$ cat config.mk
export PLATFORM = sky130hd
export DESIGN_NAME = template_match_metric
export DESIGN_NICKNAME = d
export VERILOG_FILES = /design/src/rtl/core/tmm_pkg.sv /design/src/rtl/core/tmm_front.sv /design/src/rtl/core/tmm_queue.sv /design/src/rtl/core/tmm_back.sv /design/src/rtl/core/template_match_metric.sv
export VERILOG_INCLUDE_DIRS = /design/src /design/src/rtl/core
export SDC_FILE = /design/constraint.sdc
export NUM_CORES = 1
export LEC_CHECK = 0
export ABC_AREA = 0
export BUFFER_PORTS_ARGS = -buffer_cell sky130_fd_sc_hd__buf_2
export CORE_MARGIN = 3
export CORE_UTILIZATION = 35
export CTS_CLUSTER_SIZE = 25
export DETAILED_ROUTE_END_ITERATION = 12
export PLACE_DENSITY = 0.57
export REMOVE_ABC_BUFFERS = 1
export SLEW_MARGIN = 30
export SYNTH_ARGS = -nofsm -noshare
export SYNTH_HDL_FRONTEND = slang
export SYNTH_SLANG_ARGS = --single-unit
$ cat constraint.sdc
create_clock -name aclk -period 4.56 [get_ports aclk]
set_input_delay 0.228 -clock aclk [delete_from_list [all_inputs] [get_ports aclk]]
set_output_delay 0.228 -clock aclk [all_outputs]
set_load 0.02 [all_outputs]
$ cat src/rtl/core/template_match_metric_defines.svh
// Assertion macros for the template match metric block.
// Included by the top level only; no other dependencies.
`ifndef TEMPLATE_MATCH_METRIC_DEFINES_SVH
`define TEMPLATE_MATCH_METRIC_DEFINES_SVH

`ifndef SYNTHESIS
// Condition holds in the same cycle as the trigger
`define TMM_ASSERT_IMPL(lbl, clk, rst_n, trig, expr) \
    lbl: assert property (@(posedge clk) disable iff (!(rst_n)) (trig) |-> (expr)) \
        else $error("template_match_metric: assertion failed");
// Condition holds in the cycle after the trigger
`define TMM_ASSERT_NEXT(lbl, clk, rst_n, trig, expr) \
    lbl: assert property (@(posedge clk) disable iff (!(rst_n)) (trig) |=> (expr)) \
        else $error("template_match_metric: assertion failed");
`else
`define TMM_ASSERT_IMPL(lbl, clk, rst_n, trig, expr)
`define TMM_ASSERT_NEXT(lbl, clk, rst_n, trig, expr)
`endif

`endif

$ cat src/rtl/core/tmm_pkg.sv
// Shared types and constants for the template match metric block.
// No dependencies.
`timescale 1ns / 1ps

package tmm_pkg;

    localparam int PIX_W   = 8;
    localparam int COORD_W = 13;
    localparam int DIFF_W  = 13;
    localparam int CNT_W   = 5;
    localparam int DIV_CNT_W = $clog2(DIFF_W + 1);

    localparam logic [PIX_W-1:0] MISSING_PENALTY = 8'hFF;
    localparam logic [PIX_W-1:0] NO_VALID_AVG    = 8'hFF;

    // Totals of one finished run, handed from front to back
    typedef struct packed {
        logic [COORD_W-1:0] x;
        logic [COORD_W-1:0] y;
        logic [DIFF_W-1:0]  diff;
        logic [CNT_W-1:0]   valid_cnt;
        logic [CNT_W-1:0]   match_cnt;
    } run_sum_t;

    typedef enum logic [1:0] {
        DIV_IDLE,
        DIV_RUN,
        DIV_DONE
    } div_state_t;

endpackage

$ cat src/rtl/core/tmm_front.sv
// Front part: scores one position per item and builds the run totals.
// Depends on tmm_pkg.
`timescale 1ns / 1ps

module tmm_front #(
    parameter int TEMPLATE_SIZE = 21
) (
    input  logic                         aclk,
    input  logic                         aresetn,
    input  logic                         s_valid,
    output logic                         s_ready,
    input  logic [tmm_pkg::PIX_W-1:0]    s_cur_value,
    input  logic                         s_cur_valid,
    input  logic [tmm_pkg::PIX_W-1:0]    s_cand_value,
    input  logic                         s_cand_valid,
    input  logic [tmm_pkg::COORD_W-1:0]  s_cand_x,
    input  logic [tmm_pkg::COORD_W-1:0]  s_cand_y,
    output logic                         push_valid,
    input  logic                         push_ready,
    output tmm_pkg::run_sum_t            push_data
);

    localparam logic [tmm_pkg::CNT_W-1:0] LAST_POS = tmm_pkg::CNT_W'(TEMPLATE_SIZE - 1);

    logic [tmm_pkg::CNT_W-1:0]   pos_reg,    pos_next;
    logic [tmm_pkg::DIFF_W-1:0]  diff_reg,   diff_next;
    logic [tmm_pkg::CNT_W-1:0]   valid_reg,  valid_next;
    logic [tmm_pkg::CNT_W-1:0]   match_reg,  match_next;
    logic                        stop_reg,   stop_next;
    logic [tmm_pkg::COORD_W-1:0] x_reg,      x_next;
    logic [tmm_pkg::COORD_W-1:0] y_reg,      y_next;

    logic                        first;
    logic                        last;
    logic                        accept;
    logic [tmm_pkg::PIX_W-1:0]   abs_diff;
    logic [tmm_pkg::PIX_W-1:0]   add_val;
    logic [tmm_pkg::DIFF_W-1:0]  diff_base;
    logic [tmm_pkg::CNT_W-1:0]   valid_base;
    logic [tmm_pkg::CNT_W-1:0]   match_base;
    logic                        stop_base;

    assign first  = (pos_reg == '0);
    assign last   = (pos_reg == LAST_POS);
    // Only the last item of a run needs room in the queue
    assign s_ready = !last || push_ready;
    assign accept  = s_valid && s_ready;

    // Absolute difference and the amount to add at this position
    assign abs_diff = (s_cur_value >= s_cand_value) ? (s_cur_value - s_cand_value)
                                                    : (s_cand_value - s_cur_value);
    assign add_val  = s_cand_valid ? abs_diff : tmm_pkg::MISSING_PENALTY;

    // Position 0 starts from cleared totals
    assign diff_base  = first ? '0 : diff_reg;
    assign valid_base = first ? '0 : valid_reg;
    assign match_base = first ? '0 : match_reg;
    assign stop_base  = first ? 1'b0 : stop_reg;

    // Scoring of the current position
    always_comb begin
        diff_next  = diff_base;
        valid_next = valid_base;
        match_next = match_base;
        stop_next  = stop_base;
        if (!stop_base) begin
            if (s_cur_valid) begin
                valid_next = valid_base + 1'b1;
                diff_next  = diff_base + tmm_pkg::DIFF_W'(add_val);
                if (s_cand_valid && (abs_diff == '0)) begin
                    match_next = match_base + 1'b1;
                end
            end
            if (match_next < pos_reg) begin
                stop_next = 1'b1;
            end
        end
        x_next   = first ? s_cand_x : x_reg;
        y_next   = first ? s_cand_y : y_reg;
        pos_next = last ? '0 : (pos_reg + 1'b1);
    end

    always_ff @(posedge aclk) begin
        if (!aresetn) begin
            pos_reg <= '0;
        end else if (accept) begin
            pos_reg <= pos_next;
        end
    end

    always_ff @(posedge aclk) begin
        if (accept) begin
            diff_reg  <= diff_next;
            valid_reg <= valid_next;
            match_reg <= match_next;
            stop_reg  <= stop_next;
            x_reg     <= x_next;
            y_reg     <= y_next;
        end
    end

    // Run totals go to the queue with the last item
    assign push_valid          = s_valid && last;
    assign push_data.x         = x_next;
    assign push_data.y         = y_next;
    assign push_data.diff      = diff_next;
    assign push_data.valid_cnt = valid_next;
    assign push_data.match_cnt = match_next;

endmodule

$ cat src/rtl/core/tmm_queue.sv
// Two-entry queue of run totals between the front and back parts.
// Depends on tmm_pkg.
`timescale 1ns / 1ps

module tmm_queue (
    input  logic              aclk,
    input  logic              aresetn,
    input  logic              wr_valid,
    output logic              wr_ready,
    input  tmm_pkg::run_sum_t wr_data,
    output logic              rd_valid,
    input  logic              rd_ready,
    output tmm_pkg::run_sum_t rd_data
);

    tmm_pkg::run_sum_t entry_reg [2];
    logic              wr_ptr_reg, wr_ptr_next;
    logic              rd_ptr_reg, rd_ptr_next;
    logic [1:0]        count_reg,  count_next;
    logic              do_push;
    logic              do_pop;

    assign wr_ready = (count_reg != 2'd2);
    assign rd_valid = (count_reg != 2'd0);
    assign rd_data  = entry_reg[rd_ptr_reg];
    assign do_push  = wr_valid && wr_ready;
    assign do_pop   = rd_valid && rd_ready;

    // Pointer and fill count update
    always_comb begin
        wr_ptr_next = do_push ? !wr_ptr_reg : wr_ptr_reg;
        rd_ptr_next = do_pop  ? !rd_ptr_reg : rd_ptr_reg;
        count_next  = count_reg;
        if (do_push && !do_pop) begin
            count_next = count_reg + 2'd1;
        end else if (!do_push && do_pop) begin
            count_next = count_reg - 2'd1;
        end
    end

    always_ff @(posedge aclk) begin
        if (!aresetn) begin
            wr_ptr_reg <= 1'b0;
            rd_ptr_reg <= 1'b0;
            count_reg  <= 2'd0;
        end else begin
            wr_ptr_reg <= wr_ptr_next;
            rd_ptr_reg <= rd_ptr_next;
            count_reg  <= count_next;
        end
    end

    always_ff @(posedge aclk) begin
        if (do_push) begin
            entry_reg[wr_ptr_reg] <= wr_data;
        end
    end

endmodule

$ cat src/rtl/core/tmm_back.sv
// Back part: bit-serial divide of the run total and the result register.
// Depends on tmm_pkg.
`timescale 1ns / 1ps

module tmm_back (
    input  logic                         aclk,
    input  logic                         aresetn,
    input  logic                         q_valid,
    output logic                         q_ready,
    input  tmm_pkg::run_sum_t            q_data,
    output logic                         m_valid,
    input  logic                         m_ready,
    output logic [tmm_pkg::COORD_W-1:0]  m_match_x,
    output logic [tmm_pkg::COORD_W-1:0]  m_match_y,
    output logic [tmm_pkg::PIX_W-1:0]    m_avg_abs_diff,
    output logic [tmm_pkg::CNT_W-1:0]    m_valid_points,
    output logic [tmm_pkg::CNT_W-1:0]    m_match_points
);

    localparam logic [tmm_pkg::DIV_CNT_W-1:0] DIV_STEPS =
        tmm_pkg::DIV_CNT_W'(tmm_pkg::DIFF_W);

    tmm_pkg::div_state_t state_reg, state_next;

    tmm_pkg::run_sum_t               sum_reg;
    logic [tmm_pkg::DIFF_W-1:0]      quo_reg,  quo_next;
    logic [tmm_pkg::CNT_W-1:0]       rem_reg,  rem_next;
    logic [tmm_pkg::DIV_CNT_W-1:0]   step_reg, step_next;
    logic                            m_valid_reg, m_valid_next;

    logic [tmm_pkg::COORD_W-1:0]     x_reg, y_reg;
    logic [tmm_pkg::PIX_W-1:0]       avg_reg;
    logic [tmm_pkg::CNT_W-1:0]       vpts_reg, mpts_reg;

    logic                            load;
    logic                            step;
    logic                            finish;
    logic                            out_free;
    logic [tmm_pkg::CNT_W:0]         shifted;
    logic [tmm_pkg::CNT_W:0]         trial;
    logic                            fits;

    assign out_free = !m_valid_reg || m_ready;

    // Next state
    always_comb begin
        state_next = state_reg;
        case (state_reg)
            tmm_pkg::DIV_IDLE: begin
                if (q_valid) begin
                    state_next = tmm_pkg::DIV_RUN;
                end
            end
            tmm_pkg::DIV_RUN: begin
                if (step_reg == tmm_pkg::DIV_CNT_W'(1)) begin
                    state_next = tmm_pkg::DIV_DONE;
                end
            end
            tmm_pkg::DIV_DONE: begin
                if (out_free) begin
                    state_next = tmm_pkg::DIV_IDLE;
                end
            end
            default: begin
                state_next = tmm_pkg::DIV_IDLE;
            end
        endcase
    end

    // State outputs
    always_comb begin
        load   = 1'b0;
        step   = 1'b0;
        finish = 1'b0;
        case (state_reg)
            tmm_pkg::DIV_IDLE: load   = q_valid;
            tmm_pkg::DIV_RUN:  step   = 1'b1;
            tmm_pkg::DIV_DONE: finish = out_free;
            default: begin
                load = 1'b0;
            end
        endcase
    end

    assign q_ready = load;

    // One restoring divide step: one quotient bit per cycle
    assign shifted = {rem_reg, quo_reg[tmm_pkg::DIFF_W-1]};
    assign trial   = shifted - {1'b0, sum_reg.valid_cnt};
    assign fits    = (shifted >= {1'b0, sum_reg.valid_cnt});

    always_comb begin
        quo_next  = quo_reg;
        rem_next  = rem_reg;
        step_next = step_reg;
        if (load) begin
            quo_next  = q_data.diff;
            rem_next  = '0;
            step_next = DIV_STEPS;
        end else if (step) begin
            quo_next  = {quo_reg[tmm_pkg::DIFF_W-2:0], fits};
            rem_next  = fits ? trial[tmm_pkg::CNT_W-1:0] : shifted[tmm_pkg::CNT_W-1:0];
            step_next = step_reg - 1'b1;
        end
    end

    // Result register valid
    always_comb begin
        m_valid_next = m_valid_reg;
        if (finish) begin
            m_valid_next = 1'b1;
        end else if (m_ready) begin
            m_valid_next = 1'b0;
        end
    end

    always_ff @(posedge aclk) begin
        if (!aresetn) begin
            state_reg   <= tmm_pkg::DIV_IDLE;
            m_valid_reg <= 1'b0;
        end else begin
            state_reg   <= state_next;
            m_valid_reg <= m_valid_next;
        end
    end

    always_ff @(posedge aclk) begin
        quo_reg  <= quo_next;
        rem_reg  <= rem_next;
        step_reg <= step_next;
        if (load) begin
            sum_reg <= q_data;
        end
    end

    // Result payload
    always_ff @(posedge aclk) begin
        if (finish) begin
            x_reg    <= sum_reg.x;
            y_reg    <= sum_reg.y;
            avg_reg  <= (sum_reg.valid_cnt == '0) ? tmm_pkg::NO_VALID_AVG
                                                  : quo_reg[tmm_pkg::PIX_W-1:0];
            vpts_reg <= sum_reg.valid_cnt;
            mpts_reg <= sum_reg.match_cnt;
        end
    end

    assign m_valid        = m_valid_reg;
    assign m_match_x      = x_reg;
    assign m_match_y      = y_reg;
    assign m_avg_abs_diff = avg_reg;
    assign m_valid_points = vpts_reg;
    assign m_match_points = mpts_reg;

endmodule

$ cat src/rtl/core/template_match_metric.sv
// Top level of the template match metric block.
// Depends on tmm_pkg, tmm_front, tmm_queue, tmm_back and the defines header.
`timescale 1ns / 1ps
`include "template_match_metric_defines.svh"

// Usage
//   s_* channel: one item per neighbour position, TEMPLATE_SIZE items per run
//   in fixed order; s_cand_x / s_cand_y are taken on the first item only.
//   m_* channel: one result per run, after its last item.
//   Input rate: one item per cycle. Scoring is a single add per item in the
//   front stage; s_ready drops only on a run's last item while the two-entry
//   run queue is full.
//   After a run's last item is taken, its totals pass through the run queue,
//   are loaded into the divider, go through the one-bit-per-cycle divider and
//   are then written into the result register.
//   The divider takes a new run only from its idle state, one run at a time,
//   so short runs can be paced by the divider.
//   When m_ready is low, the result register holds, the divider waits with
//   its quotient, and the queue absorbs up to two more runs before s_ready
//   drops.
//   Reset (aresetn low, synchronous) empties the queue and the result
//   register and starts a new run at position 0.
module template_match_metric #(
    parameter int TEMPLATE_SIZE = 21
) (
    input  logic                         aclk,
    input  logic                         aresetn,
    input  logic                         s_valid,
    output logic                         s_ready,
    input  logic [tmm_pkg::PIX_W-1:0]    s_cur_value,
    input  logic                         s_cur_valid,
    input  logic [tmm_pkg::PIX_W-1:0]    s_cand_value,
    input  logic                         s_cand_valid,
    input  logic [tmm_pkg::COORD_W-1:0]  s_cand_x,
    input  logic [tmm_pkg::COORD_W-1:0]  s_cand_y,
    output logic                         m_valid,
    input  logic                         m_ready,
    output logic [tmm_pkg::COORD_W-1:0]  m_match_x,
    output logic [tmm_pkg::COORD_W-1:0]  m_match_y,
    output logic [tmm_pkg::PIX_W-1:0]    m_avg_abs_diff,
    output logic [tmm_pkg::CNT_W-1:0]    m_valid_points,
    output logic [tmm_pkg::CNT_W-1:0]    m_match_points
);

    logic              push_valid;
    logic              push_ready;
    tmm_pkg::run_sum_t push_data;
    tmm_pkg::run_sum_t q_data;
    logic              q_valid;
    logic              q_ready;

    // Front: per-position scoring
    tmm_front #(
        .TEMPLATE_SIZE (TEMPLATE_SIZE)
    ) u_front (
        .aclk         (aclk),
        .aresetn      (aresetn),
        .s_valid      (s_valid),
        .s_ready      (s_ready),
        .s_cur_value  (s_cur_value),
        .s_cur_valid  (s_cur_valid),
        .s_cand_value (s_cand_value),
        .s_cand_valid (s_cand_valid),
        .s_cand_x     (s_cand_x),
        .s_cand_y     (s_cand_y),
        .push_valid   (push_valid),
        .push_ready   (push_ready),
        .push_data    (push_data)
    );

    // Queue of finished run totals
    tmm_queue u_queue (
        .aclk     (aclk),
        .aresetn  (aresetn),
        .wr_valid (push_valid),
        .wr_ready (push_ready),
        .wr_data  (push_data),
        .rd_valid (q_valid),
        .rd_ready (q_ready),
        .rd_data  (q_data)
    );

    // Back: divide and result register
    tmm_back u_back (
        .aclk           (aclk),
        .aresetn        (aresetn),
        .q_valid        (q_valid),
        .q_ready        (q_ready),
        .q_data         (q_data),
        .m_valid        (m_valid),
        .m_ready        (m_ready),
        .m_match_x      (m_match_x),
        .m_match_y      (m_match_y),
        .m_avg_abs_diff (m_avg_abs_diff),
        .m_valid_points (m_valid_points),
        .m_match_points (m_match_points)
    );

    // Checks
    `TMM_ASSERT_IMPL(a_match_le_valid, aclk, aresetn, m_valid, m_match_points <= m_valid_points)
    `TMM_ASSERT_IMPL(a_valid_le_size, aclk, aresetn, m_valid, m_valid_points <= TEMPLATE_SIZE)
    `TMM_ASSERT_IMPL(a_empty_avg, aclk, aresetn, m_valid && (m_valid_points == '0), m_avg_abs_diff == tmm_pkg::NO_VALID_AVG)
    `TMM_ASSERT_NEXT(a_push_lands, aclk, aresetn, push_valid && push_ready, q_valid)

endmodule
**After elaboration in Yosys (flattened, before gate mapping)**

Memories as Yosys holds them, arrays and structs flattened. A register that Yosys moved wholly into a read port is not among the register bits.
Cells that the tools add are included.

- Input port bits: 48
- Word-level logic and storage cells: 106
- RAM bits: 98
- Register bits after elaboration: 164
- Memories kept: 1
- Output and inout port bits: 46

Memory list:

| memory | depth | bits a word | read ports | clocked after Yosys merged registers in | wr ports | line | text |
|---|---|---|---|---|---|---|---|
| u_queue.entry_reg | 2 | 49 | 1 | 1 | 1 | tmm_queue.sv:16 | `tmm_pkg::run_sum_t entry_reg [2];` |

- Order comparisons: 3
- Equal/unequal tests: 8
- Add/sub/neg operators: 10
- Muxes and demuxes: 36
- Reductions and logical operators: 24

Operators with widths:

| kind | number |
|---|---|
| $mux 13 | 7 |
| $mux 5 | 10 |
| $mux 8 | 2 |
| $sub 8x8->8 | 2 |
| $add 5x1->5 const B | 3 |
| $add 13x8->13 | 1 |
| $mux 1 | 11 |
| $logic_not 5->1 | 2 |
| $mux 2 | 5 |
| $ge 8x8->1 | 1 |
| $logic_not 8->1 | 1 |
| $reduce_bool 2->1 | 4 |
| $logic_and 1x1->1 | 7 |
| $ge 6x5->1 | 1 |
| $logic_not 1->1 | 6 |
| $ne 2x1->1 const B | 3 |
| $pmux 2 s3 | 1 |
| $eq 5x5->1 const B | 1 |
| $lt 5x5->1 | 1 |
| $sub 5x5->5 | 1 |
| $eq 4x1->1 const B | 1 |
| $sub 4x1->4 const B | 1 |
| $reduce_and 3->1 | 1 |
| $add 2x1->2 const B | 1 |
| 6 further kinds | 7 |

**Logic depth before layout (Yosys ltp)**

Gate-level depths: netlist (run 1).

- Depth after elaboration: 9
- Mapped depth: 19

**Modules after synthesis**

Synthesis (run 1) repeated with hierarchy kept, for this count alone.

- Cell total of the unflattened synthesis: 857
- Area, all modules: 11593.6 um^2

Modules (own cells, without submodules):

| module | cells an instance | instances | sequential area each (um^2) | area an instance (um^2) |
|---|---|---|---|---|
| tmm_front | 448 | 1 | 1601.5 | 4058.9 |
| tmm_queue | 176 | 1 | 3042.9 | 3771.1 |
| tmm_back | 233 | 1 | 3032.9 | 3763.6 |

**Least setup slack after synthesis (run 1)**

Ideal clock, no wire load.

- Path kind: in2reg
- Start: input port s_cur_value[0] (netlist bit)
- End: register u_front.stop_reg, data pin
- Cell stages on the path: 18
- Data required time: 4.402 ns
- Data arrival time: 3.880 ns
- Path buffers: 0
- Path slack: 0.522 ns
- Cells stage by stage: inv_1 -> ha_1 -> fa_1 -> nand2b_1 -> a21oi_1 -> o2111ai_1 -> a211oi_1 -> a311o_2 -> nand4_4 -> or3_4 -> mux2_4 -> ha_1 -> a21o_1 -> a21o_1 -> a21oi_1 -> nand3_1 -> or4_1 -> o211ai_1

- Cells in the longest elaborated chain, start to end: 9
- Elaborated cells on any way between the ends: 11
- Those cells by class: add/sub: 2; order compare: 2; mux: 5; reduce/logical: 2

Ends and longest elaborated chain:

| item | line | text |
|---|---|---|
| from (decl) | template_match_metric.sv:30 | `input logic [tmm_pkg::PIX_W-1:0] s_cur_value,` |
| $sub 8x8->8 (tied with other cells) | tmm_front.sv:51 | `: (s_cand_value - s_cur_value);` |
| $mux 8 * | tmm_front.sv:50 | `assign abs_diff = (s_cur_value >= s_cand_value) ? (s_cur_value - s_cand_value)` |
| $logic_not 8->1 * | tmm_front.sv:70 | `if (s_cand_valid && (abs_diff == '0)) begin` |
| $logic_and 1x1->1 * | tmm_front.sv:70 |  |
| $mux 5 * | tmm_front.sv:70 |  |
| $mux 5 * | tmm_front.sv:67 | `if (s_cur_valid) begin` |
| $mux 5 * | tmm_front.sv:66 | `if (!stop_base) begin` |
| $lt 5x5->1 * | tmm_front.sv:74 | `if (match_next < pos_reg) begin` |
| $mux 1 * | tmm_front.sv:74 |  |
| to (signal assigned) | tmm_front.sv:96 | `stop_reg <= stop_next;` |
| to (decl) | tmm_front.sv:29 | `logic stop_reg, stop_next;` |

Mark *: on every way between the ends. The rest lies on a longest branch, timed or not. The select of a mux whose other input is x is not followed.
A chain may end at the register's enable or synchronous reset.

**Final worst setup path (run 1)**

Ends and elaborated chain as after synthesis.

==> results.cfg, run 1 <==
[outcome]
status = complete, no violations

[sta]
min_period_over_period_pct = 87.2
finalSetupViolations = 0
rsz0062_at_grt = false
skew_ns = 0.0128
fin_crit_ns = 3.98
relSlewSlack_pct = 47.8
setup_tns_ns = 0
max_freq_mhz = 252
hold_viol = 0
tightest_slew_ns = 0.781
drv_slew = 0
fin_ws_ns = 0.585

[global_routing]
antenna_found_initial = 0
grt_pass1_vias = 6728
grt_usage_pct = 12.4
grt_pass1_wl_microns = 35300
grt_max_degree = 45
grt-ovfl-total = 0

[worst_setup_path]
cp-start-kind = primary input
critical_path_cell_count = 19
required_ns = 4.93
timing.rr.start = u_front.pos_reg[0]$_SDFFE_PN0P_
slowest_stage = fa_1
slowest_delay_ns = 0.43
rr_worst_depth = 15
cp.arrival_ns = 4.35
r2r_setup_slack_ns = 0.62
crit_type = in -> reg
crit_chain = buf_2, inv_1, ha_1, fa_1, nand2b_1, a21oi_1, o2111ai_1, a211oi_1, a311o_2, nand4_4, or3_4, mux2_4, ha_1, a21o_1, a21o_1, a21oi_1, nand3_1, or4_1, o211ai_1
cp_num_buf_inv = 2
path_delay_family = compound AO/OA/AOI/OAI gates
worstSetupEndpointType = flip-flop
rr_endpoint = u_queue.entry_reg[0][21]$_DFFE_PP_
startpoint = s_cur_value[0]
critPathMaxFanout = 10

[cells_and_area]
drive_above_1_share_pct = 21.4
final_cell_area_sq_um = 13300
syn2layout_area_growth_pct = 16.1
layout.nets = 1045
largest_reg_flops = 98

[synth]
async_flop_share_pct = 0
synthFlopType = edfxtp_1
yosys-top-cells-area = edfxtp_1, ha_1, nand2_1
synthesis.area_sq_um = 11400
synth_top_area_share_pct = 63.3
synthCells = 847
yosys.cell_types.count = 61
synth_top_cell_by_area = edfxtp_1
syn_avg_cell_area_sq_um = 13.5
yosys_warnings = 0
synth_edf_count = 241
ys_seq_area_share_pct = 67.1
ys_ff_latch = 263
yosys.cell_count.top_type = edfxtp_1
synth_common_cells = edfxtp_1, nand2_1, inv_1

[clock_tree]
clk_pin_slew_worst_paths_ns = 0.06
cts-buffers-inserted = 27
cts_setup_buffers = 0
h-tree-depth = 1
root_buffer = clkbuf_16
clock-sinks = 263
clockBufferDepth = 3
cts_tree = done
cts_repair_resize_count = 0
clk_latency_ns = 0.53

[die]
die-width_microns = 187
die_area_sq_um = 34900
core-area_sq_um = 31900
io-pin-count = 94
rows = 65
die_h_microns = 187
initial_core_util_pct = 35.9

[pwr]
power.density_nw_per_um2 = 512
sequentialPowerShare_pct = 49.1
switchingPower_mw = 1.91
peakVddDrop_uv = 308
comb_power_share_pct = 20.9
p_sw_share_pct = 28.1
p_leak_nw = 4.98
pwr-share-clk_pct = 30.1
internal-power_mw = 4.89

[placement]
post-place-ws_ns = 0.0402
placed_cell_area_sq_um = 12500
io_buffers = 93
gp_congestion = 0.825
dpl.hpwl_microns = 14200

[routing]
num_vias = 6649
routed_wl_microns = 21900
drt-pass1-iter-count = 7
drtAntennaViolNets = 0
route.detailed.drc = 0
first_iter_violations = 369
viasPerCell = 4.73
wl_per_cell_microns = 15.6

[hold_path]
holdPathStages = 3
hold_path_class = in -> reg
min_to = u_front.y_reg[5]$_DFFE_PP_
hold_start = s_cand_y[5]

[job]
maxCapViolCount = 0
## through the flow
stage                     instances  hold WS (ns)  util, %  power [mW]
after floorplan                 818         0.345        -        4.38
after global placement         1358         0.401     39.0        4.80
after detailed placement       1358         0.405     39.1        4.84
after CTS                      1404       0.00240     41.6        6.91
after global routing           1404        0.0235     41.6        7.21
final                          1405        0.0258     41.7        6.80
## area by class of cell
type	count	area, sq um
Inverter	46	175
Timing Repair Buffer	107	576
Sequential cell	263	7680
Antenna cell	1	2.50
Multi-Input combinational cell	509	3500
Tap cell	435	544
Fill cell	3043	18600
Clock inverter	11	106
Clock buffer	33	698
## what timing repair did
action                     CTS  global route
hold buffers                 2             0
setup endpoints to repair    0             0
hold endpoints to repair     6             0
## worst register-to-register path, cell delays in order (launching register included)
cell	delay, ns
dfxtp_1	0.38
inv_1	0.11
ha_1	0.18
or4b_2	0.82
buf_4	0.29
nand2_1	0.13
inv_1	0.07
ha_1	0.27
a21o_1	0.18
a21oi_1	0.23
o21ai_0	0.12
a21oi_1	0.24
o21a_1	0.18
o21ai_1	0.11
nand3_1	0.11
mux2i_1	0.33
## placed cells by master (no fill, tap or decap), types with 8 or more instances in the layout
| cell | n |
|---|---|
| buf_4 | 12 |
| nand3_1 | 17 |
| mux2i_1 | 23 |
| nand2_1 | 130 |
| dfxtp_1 | 21 |
| a21oi_1 | 27 |
| nand2b_1 | 12 |
| ha_1 | 39 |
| xnor2_1 | 19 |
| buf_2 | 93 |
| xor2_1 | 9 |
| o21ai_0 | 33 |
| inv_1 | 45 |
| or2_2 | 8 |
| a21o_1 | 9 |
| and2_1 | 17 |
| nand4_1 | 9 |
| mux2_2 | 39 |
| edfxtp_1 | 241 |
| clkbuf_16 | 27 |
| nor2_1 | 34 |
## power by group through the flow
stage               sequential, mW  clock, mW  combinational [mW]
floorplan                     3.36          0                1.02
global placement              3.39          0                1.41
detailed placement            3.40          0                1.45
CTS                           3.35       2.11                1.45
global route                  3.38       2.21                1.63
finish                        3.34       2.05                1.42
## metal layers
layer	vias to the layer above	wire, microns	track usage, %
met3	27	891	1.95
met4	0	360	3.20
met2	131	10700	21.6
li1	3277	-	-
met5	-	0	0
met1	3214	9880	16.1
## how the worst max path moves through the flow
stage | end | slack, ns
detailed placement | u_front.stop_reg$_SDFFCE_PP1P_ | 0.04
CTS | u_front.stop_reg$_SDFFCE_PP1P_ | 0.60
floorplan | u_front.stop_reg$_SDFFCE_PP1P_ | 0.36
global placement | u_front.stop_reg$_SDFFCE_PP1P_ | 0.13
finish | u_front.stop_reg$_SDFFCE_PP1P_ | 0.58
global route | u_queue.entry_reg[1][22]$_DFFE_PP_ | 0.27
## cell families after synthesis
family                   share of synthesized area [%]
AO/OA/AOI/OAI                                     5.47
XOR/XNOR                                          2.14
adder cells (fa/ha/maj)                           4.97
buffers and inverters                             2.56
flip-flops                                        67.1
multiplexers                                      5.99
AND/OR/NAND/NOR                                   11.7
Power figures use the tool's default switching activity.
==> run 2: changes to the inputs <==
Settings changed: CORE_MARGIN 3 to 2.
==> results.cfg, run 2 (synthesized netlist as in run 1, its figures left out) <==
[routing]
drt-pass1-iter-count = 4
wl_per_cell_microns = 15.2
wl_met2_microns = 10800
m1WireLength_microns = 9600
first_iter_violations = 358
viasPerCell = 4.66
num_vias = 6644
routed.top_layer = met4
routed_wl_microns = 21600
route.detailed.drc = 0
drtAntennaViolNets = 0
wl_met3_microns = 910

[die]
die-width_microns = 185
io-pin-count = 94
rows = 66
core-area_sq_um = 32400
die_h_microns = 185
die_area_sq_um = 34100
initial_core_util_pct = 35.3

[placement]
dpl.hpwl_microns = 14000
io_buffers = 93
placed_cell_area_sq_um = 12500
gp_congestion = 0.842
post-place-ws_ns = -0.00664

[worst_setup_path]
required_ns = 4.94
cp-start-kind = primary input
crit_chain = buf_2, inv_1, ha_1, fa_1, nand2b_1, a21oi_1, o2111ai_1, a211oi_1, a311o_2, nand4_4, or3_4, mux2_4, ha_1, a21o_1, a21o_1, a21oi_1, nand3_1, or4_1, o211ai_1
cp_num_buf_inv = 2
cp.arrival_ns = 4.38
slowest_delay_ns = 0.43
crit_type = in -> reg
worstSetupEndpointType = flip-flop
critPathMaxFanout = 10
slowest_stage = fa_1
path_delay_family = compound AO/OA/AOI/OAI gates

[global_routing]
grt_usage_pct = 12.7
grt-ovfl-total = 0
grt_pass1_wl_microns = 34500
antenna_found_initial = 0
grt_max_degree = 44
grt_pass1_vias = 6620

[sta]
min_period_over_period_pct = 87.7
rsz0062_at_grt = false
fin_ws_ns = 0.562
drv_slew = 0
skew_ns = 0.00858
fin_crit_ns = 4.00
hold_viol = 0
finalSetupViolations = 0
relSlewSlack_pct = 46.4
holdWs_ns = 0.0170
max_freq_mhz = 250
tightest_slew_ns = 0.804

[pwr]
power_mw = 6.83
p_leak_nw = 5.03
power.density_nw_per_um2 = 509
peakVddDrop_uv = 258

[cells_and_area]
antenna-diode-count = 0
syn2layout_area_growth_pct = 17.4
final_cell_area_sq_um = 13400
final_common_cell = edfxtp_1
mostFrequentLayoutCells = edfxtp_1, nand2_1, buf_2, inv_1
utilization_pct = 41.5
layout.nets = 1058
drive_above_1_share_pct = 21.2
largest_reg_flops = 98

[clock_tree]
cts_setup_buffers = 0
h-tree-depth = 1
clockBufferDepth = 3
root_buffer = clkbuf_16
clock-sinks = 263
cts_tree = done
clk_latency_ns = 0.54
cts-buffers-inserted = 28
cts_repair_resize_count = 0
clk_pin_slew_worst_paths_ns = 0.06

[hold_path]
hold_path_class = in -> reg

[outcome]
status = complete, no violations

[job]
maxCapViolCount = 0
## run 2: what timing repair did
item | 4_1_cts | 5_1_grt
endpoints found under the hold margin | 38 | 0
endpoints found under the setup margin | 0 | 0
hold buffers | 14 | 0
## run 2: cell type report
class / count / area, sq um
Inverter: 46 / 173
Tap cell: 442 / 553
Sequential cell: 263 / 7680
Fill cell: 3044 / 18900
Clock buffer: 35 / 727
Multi-Input combinational cell: 509 / 3500
Clock inverter: 12 / 104
Timing Repair Buffer: 119 / 696
## run 2: through the flow
step	instances	setup TNS, ns
2_1_floorplan	818	0
3_3_place_gp	1365	0
3_5_place_dp	1365	-0.00664
4_1_cts	1426	0
5_1_grt	1426	0
6_report	1426	0
## run 2: tightest hold or removal path: stages
cell     delay [ns]
buf_2          0.08
nand2_1        0.04
nand2_1        0.08
## run 2: final timing paths
| check | start | to | slack [ns] | cells after the start |
|---|---|---|---|---|
| max | s_cur_value[0] | u_front.stop_reg$_SDFFCE_PP1P_ | 0.56 | 19 |
| min | s_cand_y[0] | u_queue.entry_reg[1][23]$_DFFE_PP_ | 0.02 | 3 |
| max reg2reg | u_front.pos_reg[0]$_SDFFE_PN0P_ | u_front.stop_reg$_SDFFCE_PP1P_ | 0.66 | 15 |
| min reg2reg | u_back.sum_reg[36]$_DFFE_PP_ | u_back.m_match_x[0]$_DFFE_PP_ | 0.41 | 0 |
## run 2: report_power, final
group | internal [mW] | total (mW) | switching [mW]
clock | 1.18 | 2.07 | 0.888
combinational | 0.554 | 1.41 | 0.860
sequential | 3.16 | 3.35 | 0.181
total | 4.90 | 6.83 | 1.93
## run 2: layer usage
layer | vias to the layer above | global-route usage, %
met2 | 112 | 22.3
li1 | 3312 | -
met1 | 3193 | 16.5
met5 | - | 0
met4 | 0 | 3.43
met3 | 27 | 1.82
==> run 3: changes to the inputs <==
Settings changed: CTS_BUF_LIST from default to sky130_fd_sc_hd__clkbuf_4, CTS_CLUSTER_DIAMETER from default to 120.
Clock period 4.56 ns to 5.04 ns, I/O delays scaled along.
==> results.cfg, run 3 (synthesized netlist as in run 1, its figures left out) <==
[outcome]
status = complete, no violations

[cells_and_area]
seq_area_sq_um = 7680
fillers = 3089
drive_above_1_share_pct = 20.1
final_common_cell = edfxtp_1
multiInputGateArea_sq_um = 3500
layout.nets = 1059
largest_reg_flops = 98
final_cell_area_sq_um = 12900
mostFrequentLayoutCells = edfxtp_1, nand2_1, buf_2, inv_1
syn2layout_area_growth_pct = 13.1

[clock_tree]
clockBufferDepth = 3
clk_pin_slew_worst_paths_ns = 0.23
cts-buffers-inserted = 14
cts_setup_buffers = 0
clk_latency_ns = 0.67
cts_repair_resize_count = 0
root_buffer = clkbuf_4
cts_tree = done
clock-sinks = 263
h-tree-depth = 1
cts_hold_buf = 29

[sta]
finalSetupViolations = 0
drv_slew = 0
rsz0062_at_grt = false
fin_crit_ns = 3.94
setup_tns_ns = 0
holdWs_ns = 0.0470
relSlewSlack_pct = 41.5
tightest_slew_ns = 0.878
skew_ns = 0.0563
max_freq_mhz = 254
min_period_over_period_pct = 78.1
hold_viol = 0

[worst_setup_path]
r2r_setup_slack_ns = 1.10
path_delay_family = compound AO/OA/AOI/OAI gates
critical_path_cell_count = 15
slowest_delay_ns = 0.80
cp.arrival_ns = 4.41
worstSetupEndpointType = flip-flop
critPathMaxFanout = 15
cp_num_buf_inv = 2
endpoint = u_queue.entry_reg[1][20]$_DFFE_PP_
timing.rr.start = u_front.pos_reg[0]$_SDFFE_PN0P_
slowest_stage = or4b_2
required_ns = 5.51
crit_type = reg -> reg
crit_chain = inv_1, ha_1, or4b_2, and2_1, ha_1, inv_1, fa_1, nor2b_1, o21ai_0, a21boi_0, o21ai_0, a21oi_1, o21ai_0, a21oi_1, xnor2_1
rr_worst_depth = 15
rr_endpoint = u_queue.entry_reg[1][20]$_DFFE_PP_
cp-start-kind = flip-flop
startpoint = u_front.pos_reg[0]$_SDFFE_PN0P_
crit_top_cell = o21ai_0

[routing]
routed_wl_microns = 21600
viasPerCell = 4.65
drtAntennaViolNets = 0
route.detailed.drc = 0
drt-pass1-iter-count = 4
num_vias = 6595
first_iter_violations = 442
wl_per_cell_microns = 15.2

[hold_path]
hold_path_class = in -> reg

[pwr]
peakVddDrop_uv = 232
power.density_nw_per_um2 = 396
p_leak_nw = 4.80

[placement]
dpl.hpwl_microns = 14000
gp_congestion = 0.833
placed_cell_area_sq_um = 12500
io_buffers = 93

[die]
die-width_microns = 185
core-area_sq_um = 32400
die_h_microns = 185
initial_core_util_pct = 35.3
die_area_sq_um = 34100
rows = 66
io-pin-count = 94

[job]
maxCapViolCount = 0

[global_routing]
grt-ovfl-total = 0
grt_usage_pct = 12.6
grt_pass1_wl_microns = 34300
antenna_found_initial = 1
grt_max_degree = 45
grt_pass1_vias = 6577
## run 3: cell types whose count changed in the layout (fill, tap and decap cells not counted), moves of 3 or more
cell and delta:
clkbuf_4 +22, clkinv_1 -3, dlygate4sd3_1 +15, clkbuf_1 -7
clkbuf_16 -28, clkinv_2 -4
## run 3: how the worst min path moves through the flow
| stage | start | endpoint | slack (ns) | cells past startpoint |
|---|---|---|---|---|
| after global placement | u_back.sum_reg[44]$_DFFE_PP_ | u_back.m_match_x[8]$_DFFE_PP_ | 0.40 | 0 |
| after floorplan | aresetn | u_queue.wr_ptr_reg$_SDFFE_PN0P_ | 0.37 | 1 |
| after detailed placement | u_back.sum_reg[2]$_DFFE_PP_ | u_back.m_match_points[2]$_DFFE_PP_ | 0.40 | 0 |
| after CTS | s_valid | u_front.pos_reg[0]$_SDFFE_PN0P_ | 0.004 | 3 |
| after global routing | s_valid | u_front.pos_reg[0]$_SDFFE_PN0P_ | 0.01 | 3 |
| final | s_valid | u_front.pos_reg[0]$_SDFFE_PN0P_ | 0.05 | 3 |
## run 3: where the power goes
group / leakage (nW) / switching [mW] / total, mW / internal [mW]
Combinational: 2.27 / 0.775 / 1.28 / 0.508
Sequential: 2.43 / 0.167 / 3.02 / 2.86
Clock: 0.106 / 0.617 / 0.820 / 0.203
Total: 4.80 / 1.56 / 5.12 / 3.57
## run 3: layout make-up
type	count	share of cell area [%]
timing repair buffer	134	6.54
sequential	263	59.4
multi-input combinational	509	27.0
clock buffer	22	1.28
inverter	46	1.34
clock inverter	2	0.126
antenna	1	0.0194
tap	442	4.28
## run 3: metrics by stage
stage	utilization, %	instances	setup WS, ns	total power [mW]
after floorplan	-	818	0.818	3.96
after global routing	39.9	1419	0.747	5.45
after detailed placement	38.5	1365	0.491	4.37
after CTS	39.9	1418	1.08	5.21
after global placement	38.5	1365	0.594	4.33
final	39.9	1419	1.10	5.12
## run 3: metal layers
metal / vias to the layer above / global-route usage [%] / part of all wire (%)
met1: 3181 / 16.3 / 45
met2: 104 / 22.5 / 50
met3: 19 / 1.50 / 3.3
li1: 3291 / - / -
met4: 0 / 3.27 / 1.6
met5: - / 0 / 0
## run 3: tightest hold or removal path, cell delays in order
cell,delay [ns]
buf_2,0.12
nor3b_1,0.13
o21a_1,0.15
